`src/hw/rtl/pim_pkg.sv`:
```
package pim_pkg;

  localparam int MAX_TASKS = 16;
  localparam int TASK_W    = 4;
  localparam int PRIO_W    = 8;
  localparam int STATUS_W  = 3;

  localparam logic [PRIO_W-1:0] PRIO_MAX = 8'hFF;

  typedef enum logic [STATUS_W-1:0] {
    STAT_ACQUIRED  = 3'd0,
    STAT_QUEUED    = 3'd1,
    STAT_HANDOFF   = 3'd2,
    STAT_RELEASED  = 3'd3,
    STAT_NOT_OWNER = 3'd4,
    STAT_FULL      = 3'd5
  } status_t;

  typedef enum logic {
    OP_LOCK   = 1'b0,
    OP_UNLOCK = 1'b1
  } op_t;

endpackage

```
`src/hw/rtl/pim_ram.sv`:
```
module pim_ram #(
  parameter int WIDTH = 12,
  parameter int DEPTH = 16
) (
  input  logic                     clk,
  input  logic                     wr_en,
  input  logic [$clog2(DEPTH)-1:0] wr_addr,
  input  logic [WIDTH-1:0]         wr_data,
  input  logic [$clog2(DEPTH)-1:0] rd_addr,
  output logic [WIDTH-1:0]         rd_data
);

  logic [WIDTH-1:0] mem [DEPTH];

  always_ff @(posedge clk) begin
    if (wr_en) begin
      mem[wr_addr] <= wr_data;
    end
    rd_data <= mem[rd_addr];
  end

endmodule

```
`src/hw/rtl/priority_inheritance_mutex.sv`:
```
// Channel   Ports                                       Transfer
// input     in_operation, in_task_id, in_task_priority  start && !busy
// result    out_status .. out_switch_request            out_valid, one cycle
//
// A lock, a rejected unlock or an unlock with nobody waiting yields its result
// in the cycle after the transaction is taken; busy stays low throughout.
// An unlock that hands off scans all n waiters in the queue RAM (one read per
// cycle), then shifts the entries behind the winner down one slot; busy is high
// through the scan and the shift, which share the single read port of the RAM.
// Reset clears the lock and empties the queue; no clearing pass is needed.
// The receiver cannot stall: each result is shown for exactly one cycle.
module priority_inheritance_mutex #(
  parameter int MAX_TASKS = pim_pkg::MAX_TASKS
) (
  input  logic                          clk,
  input  logic                          rst_n,
  input  logic                          start,
  output logic                          busy,
  input  logic                          in_operation,
  input  logic [pim_pkg::TASK_W-1:0]    in_task_id,
  input  logic [pim_pkg::PRIO_W-1:0]    in_task_priority,
  output logic                          out_valid,
  output logic [pim_pkg::STATUS_W-1:0]  out_status,
  output logic                          out_owner_valid,
  output logic [pim_pkg::TASK_W-1:0]    out_owner_task,
  output logic                          out_prio_write,
  output logic [pim_pkg::TASK_W-1:0]    out_prio_task,
  output logic [pim_pkg::PRIO_W-1:0]    out_prio_value,
  output logic                          out_woken_valid,
  output logic [pim_pkg::TASK_W-1:0]    out_woken_task,
  output logic                          out_switch_request
);

  localparam int CW = $clog2(MAX_TASKS + 1);
  localparam int AW = $clog2(MAX_TASKS);
  localparam int TW = pim_pkg::TASK_W;
  localparam int PW = pim_pkg::PRIO_W;
  localparam int EW = TW + PW;

  typedef enum logic [2:0] {
    ST_IDLE  = 3'b001,
    ST_SCAN  = 3'b010,
    ST_SHIFT = 3'b100
  } state_t;

  typedef struct packed {
    pim_pkg::status_t status;
    logic             owner_valid;
    logic [TW-1:0]    owner_task;
    logic             prio_write;
    logic [TW-1:0]    prio_task;
    logic [PW-1:0]    prio_value;
    logic             woken_valid;
    logic [TW-1:0]    woken_task;
    logic             switch_request;
  } result_t;

  state_t        state_r, state_nxt;
  logic          locked_r, locked_nxt;
  logic [TW-1:0] holder_r, holder_nxt;
  logic [PW-1:0] base_r, base_nxt;
  logic [CW-1:0] count_r, count_nxt;
  logic [PW-1:0] min_r, min_nxt;
  logic [CW-1:0] idx_r, idx_nxt;
  logic          pend_r, pend_nxt;
  logic [AW-1:0] pend_idx_r, pend_idx_nxt;
  logic [TW-1:0] best_id_r, best_id_nxt;
  logic [PW-1:0] best_pr_r, best_pr_nxt;
  logic [AW-1:0] best_idx_r, best_idx_nxt;
  logic [PW-1:0] rest_r, rest_nxt;
  logic          out_valid_r, out_valid_nxt;
  result_t       res_r, res_nxt;

  logic          wr_en;
  logic [AW-1:0] wr_addr;
  logic [EW-1:0] wr_data;
  logic [AW-1:0] rd_addr;
  logic [EW-1:0] rd_data;

  logic          accept;
  logic          is_holder;
  logic          full;
  logic [PW-1:0] queued_min;
  logic [TW-1:0] e_id;
  logic [PW-1:0] e_pr;
  logic [TW-1:0] cand_id;
  logic [PW-1:0] cand_pr;
  logic [AW-1:0] cand_idx;
  logic [PW-1:0] cand_rest;

  pim_ram #(
    .WIDTH (EW),
    .DEPTH (MAX_TASKS)
  ) u_queue (
    .clk     (clk),
    .wr_en   (wr_en),
    .wr_addr (wr_addr),
    .wr_data (wr_data),
    .rd_addr (rd_addr),
    .rd_data (rd_data)
  );

  assign accept     = start && (state_r == ST_IDLE);
  assign is_holder  = locked_r && (holder_r == in_task_id);
  assign full       = (count_r == CW'(MAX_TASKS));
  assign queued_min = (count_r == '0) ? in_task_priority :
                      ((in_task_priority < min_r) ? in_task_priority : min_r);

  assign e_id = rd_data[EW-1:PW];
  assign e_pr = rd_data[PW-1:0];

  // Running minimum over the scanned waiters; the earliest wins ties.
  // rest tracks the minimum over all scanned entries except the winner.
  always_comb begin
    cand_id   = best_id_r;
    cand_pr   = best_pr_r;
    cand_idx  = best_idx_r;
    cand_rest = rest_r;
    if (pend_idx_r == '0) begin
      cand_id   = e_id;
      cand_pr   = e_pr;
      cand_idx  = '0;
      cand_rest = pim_pkg::PRIO_MAX;
    end else if (e_pr < best_pr_r) begin
      cand_id   = e_id;
      cand_pr   = e_pr;
      cand_idx  = pend_idx_r;
      cand_rest = (best_pr_r < rest_r) ? best_pr_r : rest_r;
    end else begin
      cand_rest = (e_pr < rest_r) ? e_pr : rest_r;
    end
  end

  always_comb begin
    state_nxt     = state_r;
    locked_nxt    = locked_r;
    holder_nxt    = holder_r;
    base_nxt      = base_r;
    count_nxt     = count_r;
    min_nxt       = min_r;
    idx_nxt       = idx_r;
    pend_nxt      = 1'b0;
    pend_idx_nxt  = pend_idx_r;
    best_id_nxt   = best_id_r;
    best_pr_nxt   = best_pr_r;
    best_idx_nxt  = best_idx_r;
    rest_nxt      = rest_r;
    out_valid_nxt = 1'b0;
    res_nxt       = res_r;
    wr_en         = 1'b0;
    wr_addr       = count_r[AW-1:0];
    wr_data       = {in_task_id, in_task_priority};
    rd_addr       = idx_r[AW-1:0];

    // Issue one queue read per cycle while scanning or shifting.
    if ((state_r != ST_IDLE) && (idx_r < count_r)) begin
      pend_nxt     = 1'b1;
      pend_idx_nxt = idx_r[AW-1:0];
      idx_nxt      = idx_r + CW'(1);
    end

    unique case (state_r)
      ST_IDLE: begin
        if (accept) begin
          out_valid_nxt = 1'b1;
          res_nxt       = '0;
          if (in_operation == pim_pkg::OP_LOCK) begin
            if (!locked_r) begin
              locked_nxt     = 1'b1;
              holder_nxt     = in_task_id;
              base_nxt       = in_task_priority;
              res_nxt.status = pim_pkg::STAT_ACQUIRED;
            end else if (full) begin
              res_nxt.status = pim_pkg::STAT_FULL;
            end else begin
              wr_en                  = 1'b1;
              count_nxt              = count_r + CW'(1);
              min_nxt                = queued_min;
              res_nxt.status         = pim_pkg::STAT_QUEUED;
              res_nxt.switch_request = 1'b1;
              if (queued_min < base_r) begin
                res_nxt.prio_write = 1'b1;
                res_nxt.prio_task  = holder_r;
                res_nxt.prio_value = queued_min;
              end
            end
            res_nxt.owner_valid = 1'b1;
            res_nxt.owner_task  = locked_r ? holder_r : in_task_id;
          end else if (!is_holder) begin
            res_nxt.status      = pim_pkg::STAT_NOT_OWNER;
            res_nxt.owner_valid = locked_r;
            res_nxt.owner_task  = locked_r ? holder_r : '0;
          end else if (count_r == '0) begin
            locked_nxt         = 1'b0;
            holder_nxt         = '0;
            res_nxt.status     = pim_pkg::STAT_RELEASED;
            res_nxt.prio_write = 1'b1;
            res_nxt.prio_task  = holder_r;
            res_nxt.prio_value = base_r;
          end else begin
            // Hold the result until the queue has been reordered.
            out_valid_nxt = 1'b0;
            idx_nxt       = '0;
            state_nxt     = ST_SCAN;
          end
        end
      end

      ST_SCAN: begin
        if (pend_r) begin
          best_id_nxt  = cand_id;
          best_pr_nxt  = cand_pr;
          best_idx_nxt = cand_idx;
          rest_nxt     = cand_rest;
          if (CW'(pend_idx_r) == count_r - CW'(1)) begin
            idx_nxt   = CW'(cand_idx) + CW'(1);
            state_nxt = ST_SHIFT;
          end
        end
      end

      ST_SHIFT: begin
        if (pend_r) begin
          wr_en   = 1'b1;
          wr_addr = pend_idx_r - AW'(1);
          wr_data = rd_data;
        end else if (idx_r >= count_r) begin
          state_nxt              = ST_IDLE;
          holder_nxt             = best_id_r;
          base_nxt               = best_pr_r;
          count_nxt              = count_r - CW'(1);
          min_nxt                = rest_r;
          out_valid_nxt          = 1'b1;
          res_nxt.status         = pim_pkg::STAT_HANDOFF;
          res_nxt.owner_valid    = 1'b1;
          res_nxt.owner_task     = best_id_r;
          res_nxt.prio_write     = 1'b1;
          res_nxt.prio_task      = holder_r;
          res_nxt.prio_value     = base_r;
          res_nxt.woken_valid    = 1'b1;
          res_nxt.woken_task     = best_id_r;
          res_nxt.switch_request = 1'b1;
        end
      end

      default: begin
        state_nxt = ST_IDLE;
      end
    endcase
  end

  always_ff @(posedge clk) begin
    if (!rst_n) begin
      state_r     <= ST_IDLE;
      locked_r    <= 1'b0;
      holder_r    <= '0;
      base_r      <= '0;
      count_r     <= '0;
      pend_r      <= 1'b0;
      out_valid_r <= 1'b0;
    end else begin
      state_r     <= state_nxt;
      locked_r    <= locked_nxt;
      holder_r    <= holder_nxt;
      base_r      <= base_nxt;
      count_r     <= count_nxt;
      pend_r      <= pend_nxt;
      out_valid_r <= out_valid_nxt;
    end
  end

  always_ff @(posedge clk) begin
    min_r      <= min_nxt;
    idx_r      <= idx_nxt;
    pend_idx_r <= pend_idx_nxt;
    best_id_r  <= best_id_nxt;
    best_pr_r  <= best_pr_nxt;
    best_idx_r <= best_idx_nxt;
    rest_r     <= rest_nxt;
    res_r      <= res_nxt;
  end

  assign busy               = (state_r != ST_IDLE);
  assign out_valid          = out_valid_r;
  assign out_status         = res_r.status;
  assign out_owner_valid    = res_r.owner_valid;
  assign out_owner_task     = res_r.owner_task;
  assign out_prio_write     = res_r.prio_write;
  assign out_prio_task      = res_r.prio_task;
  assign out_prio_value     = res_r.prio_value;
  assign out_woken_valid    = res_r.woken_valid;
  assign out_woken_task     = res_r.woken_task;
  assign out_switch_request = res_r.switch_request;

endmodule

```
`config.mk`:
```
export PLATFORM = sky130hd
export DESIGN_NAME = priority_inheritance_mutex
export DESIGN_NICKNAME = d
export VERILOG_FILES = /design/src/hw/rtl/pim_pkg.sv /design/src/hw/rtl/pim_ram.sv /design/src/hw/rtl/priority_inheritance_mutex.sv
export SDC_FILE = /design/constraint.sdc
export NUM_CORES = 1
export LEC_CHECK = 0
export ABC_AREA = 1
export BUFFER_PORTS_ARGS = -buffer_cell sky130_fd_sc_hd__buf_2
export CORE_UTILIZATION = 24
export CTS_CLUSTER_DIAMETER = 60
export DETAILED_ROUTE_END_ITERATION = 6
export SYNTH_ARGS = -nofsm -noshare
export SYNTH_HDL_FRONTEND = slang
export SYNTH_SLANG_ARGS = --single-unit
```
`constraint.sdc`:
```
create_clock -name clk -period 2.8 [get_ports clk]
set_input_delay 0.14 -clock clk [delete_from_list [all_inputs] [get_ports clk]]
set_output_delay 0.14 -clock clk [all_outputs]
set_load 0.03 [all_outputs]
```
==> results.tsv <==
stage	metric	value	unit
timing	hold_viol	0	
timing	fmax	370.1	MHz
synthesis	synthCells	1191	
placed_design	dp_hpwl	20.85	mm
power_and_ir_drop	p_total	14.50	mW
grt	top_usage_layer	met2	
critical_path	path_class	reg2reg	
detailed_routing	vias	9098	
layout	layout-drive-gt1-share	14.42	%
clocking	cts_buffers	34	
synthesis	ys_warn_count	0	
synthesis	synth.distinct_cells	47	
timing	worst_slack	0.09827	ns
floorplan	die_h	235.6	um
layout	final_cell_count_no_fill	2000	
grt	grt_max_degree	100	
synthesis	synth_seq_cells	295	
timing	skew	0.02868	ns
grt	grtUsageTotal	11.04	%
synthesis	syn_area_per_cell	11.00	sq um
hold_path	hp-class	in2reg	
synthesis	synthTopCellsByArea	edfxtp_1 58%, dfxtp_1 6.1%, o21ai_0 5.9%	
grt	globalRouteOverflowTotal	0	
critical_path	crit_chain	inv_1 -> ha_1 -> nand2_1 -> nand2_1 -> nand2_1 -> nand2_1 -> nand2_1 -> nand2_2 -> nand2_4 -> buf_6 -> o21ai_1 -> ha_1 -> a21oi_2 -> nor2_1 -> a2111oi_2 -> nand2_1 -> buf_6 -> o21ai_1	
outcome	status	completed	
critical_path	cp_max_fo	13	
timing	setup_tns	0	ns
critical_path	crit_required	3.15	ns
clocking	root_buffer	clkbuf_16	
synthesis	synthTopCellsByCount	255 x edfxtp_1, 169 x nand2_1, 154 x nor2_1, 154 x o21ai_0, 98 x inv_1	
layout	fill_cells	5459	
floorplan	die-width	235.6	um
grt	gr-usage-met2	18.05	%
layout	area_growth	19.49	%
placed_design	pre_cts_slack	-0.07385	ns
synthesis	yosysTopAreaCell	edfxtp_1	
synthesis	ys_seq_area_share	64.58	%
clocking	cts_tree	built	
clocking	cts_buffer_depth	3	
synthesis	synth_ff_type	edfxtp_1	
power_and_ir_drop	vdd_ir_drop_max	0.0006371	V
placed_design	dpl.cell_count	1936	
layout	num_antenna_cells	0	
detailed_routing	drc	0	
grt	grt_pass1_vias	8831	
synthesis	async_flop_share	0	%
flow_run	maxCapViolCount	0	
layout	postLayoutCellArea	15650	sq um
detailed_routing	avgRoutedWirePerCell	15.57	um
placed_design	portBuffers	44	
critical_path	cpMostUsedCell	nand2_1	
clocking	ctsHtreeMaxLevel	2	
grt	grt_pass1_wl	49.35	mm
floorplan	num_rows	85	
clocking	cts.sinks	295	
timing	fin_hold_ws	0.01994	ns
timing	tightest_slew	1.025	ns
timing	relSlewSlack	31.68	%
placed_design	place.gp.congestion	0.8970	
critical_path	cp-start-kind	flop	
clocking	clk_latency	0.53	ns
layout	nets	1340	
critical_path	max_stage_delay	0.36	ns
synthesis	yosysTopAreaCellShare	58.46	%
floorplan	initial_core_util	24.29	%
synthesis	synth-edff-count	255	
detailed_routing	ant_nets	0	
floorplan	dieArea	55510	sq um
detailed_routing	vias_per_cell	4.549	
critical_path	endpoint_kind	flop	
grt	met3_usage	1.958	%
timing	timing.final.crit_share	96.49	%
power_and_ir_drop	total_leakage_power	5.820	nW
detailed_routing	drtIter0Drc	789	
timing	fin_crit	2.702	ns
detailed_routing	totalWireLength	31.13	mm
floorplan	io_pins	45	
floorplan	core_area	53920	sq um
critical_path	cp_data_arrival_time	3.05	ns
synthesis	synth_most_common_cell	edfxtp_1	
clocking	path_clk_slew	0.06	ns
timing	setup_viol	0	
timing	finalMaxSlewViolations	0	
detailed_routing	dr.pass1.iters	5	
grt	antenna_found_initial	0	
placed_design	placed_area	14430	sq um
critical_path	crit_slowest_cell	edfxtp_1	
grt	grtUsageMet1	14.82	%
power_and_ir_drop	power_density	926.6	nW/um^2
synthesis	syn_area	13100	sq um
synthesis	syn_nets	1253	
layout	fin_util	29.02	%
==> cell type report <==
class | count | area (sq um) | area share, %
clock buffers | 42 | 920.9 | 5.884
clock inverters | 20 | 245.2 | 1.567
inverters | 103 | 394.1 | 2.518
multi-input cells | 739 | 4059 | 25.94
flip-flops and latches | 295 | 8459 | 54.05
well taps | 696 | 870.8 | 5.564
repair buffers | 105 | 700.7 | 4.477
==> critical path, delay by kind of cell, from the launching register on <==
family / cells / cell delay, ns
AND/OR/NAND/NOR: 9 / 0.67
AO/OA/AOI/OAI: 4 / 0.64
buffers and inverters: 3 / 0.40
flip-flops: 1 / 0.36
adder cells (fa/ha/maj): 2 / 0.44
==> per-layer routing <==
metal	vias to the layer above	part of all wire, %
li1	4417	-
met1	4412	46
met2	223	47
met3	46	4.9
met4	0	2.0
met5	-	0
==> timing repair <==
| action | CTS | global route |
|---|---|---|
| pin swaps | 1 | 1 |
| resized for setup | 2 | 14 |
| hold endpoints to repair | 3 | 0 |
| setup buffers | 0 | 1 |
| hold buffers | 1 | 0 |
| endpoints found under the setup margin | 12 | 13 |
==> path summary, 6_finish.rpt <==
path	end	slack (ns)	cells after the start	start
worst max-delay path	out_prio_value[7]	0.1	18	min_r[1]
worst min-delay path	locked_r	0.02	4	in_operation
worst max register to register	out_prio_value[7]	0.1	18	min_r[1]
worst min register to register	best_id_r[1]	0.43	0	u_queue.rd_data[9]
==> sequential cells by signal, summed over array words and instances (netlist names), 3 cells and up <==
signal           count
rest_r               8
out_status           3
base_r               8
out_owner_task       4
out_woken_task       4
state_r              3
out_prio_value       8
u_queue.rd_data     12
best_pr_r            8
best_id_r            4
idx_r                5
pend_idx_r           4
count_r              5
best_idx_r           4
out_prio_task        4
min_r                8
holder_r             4
u_queue.mem        192
==> logic make-up after synthesis <==
logic type                 Yosys count  share of synthesized area [%]
AOI/OAI and AO/OA                  303                          13.69
xor gates and xnor gates            16                          1.070
adders and majority gates           46                          4.394
buffers and inverters              157                          4.690
DFF                                295                          64.58
and+or+nand+nor                    374                          11.58
==> cells in the final DEF (no fill, tap or decap), drive strengths merged, types with 2 or more instances in the layout <==
cell type and count:
a211oi 10, a21oi 39, a22oi 8, a31o 2, a41o 3, buf 104
bufinv 4, clkbuf 42, clkinv 12, clkinvlp 3, dfxtp 40, edfxtp 255
ha 46, inv 104, nand2 170, nand3 36, nand4 3, nor2 156
nor3 7, o211ai 13, o21a 4, o21ai 166, o221ai 16, o22ai 37
xnor2 4, xor2 12
==> where the power goes <==
group          total (mW)  internal [mW]  switching (mW)
clock                4.55           2.74            1.81
combinational        4.41           1.40            3.01
sequential           5.54           5.29           0.246
No activity file was read; power rests on OpenSTA's default activity.
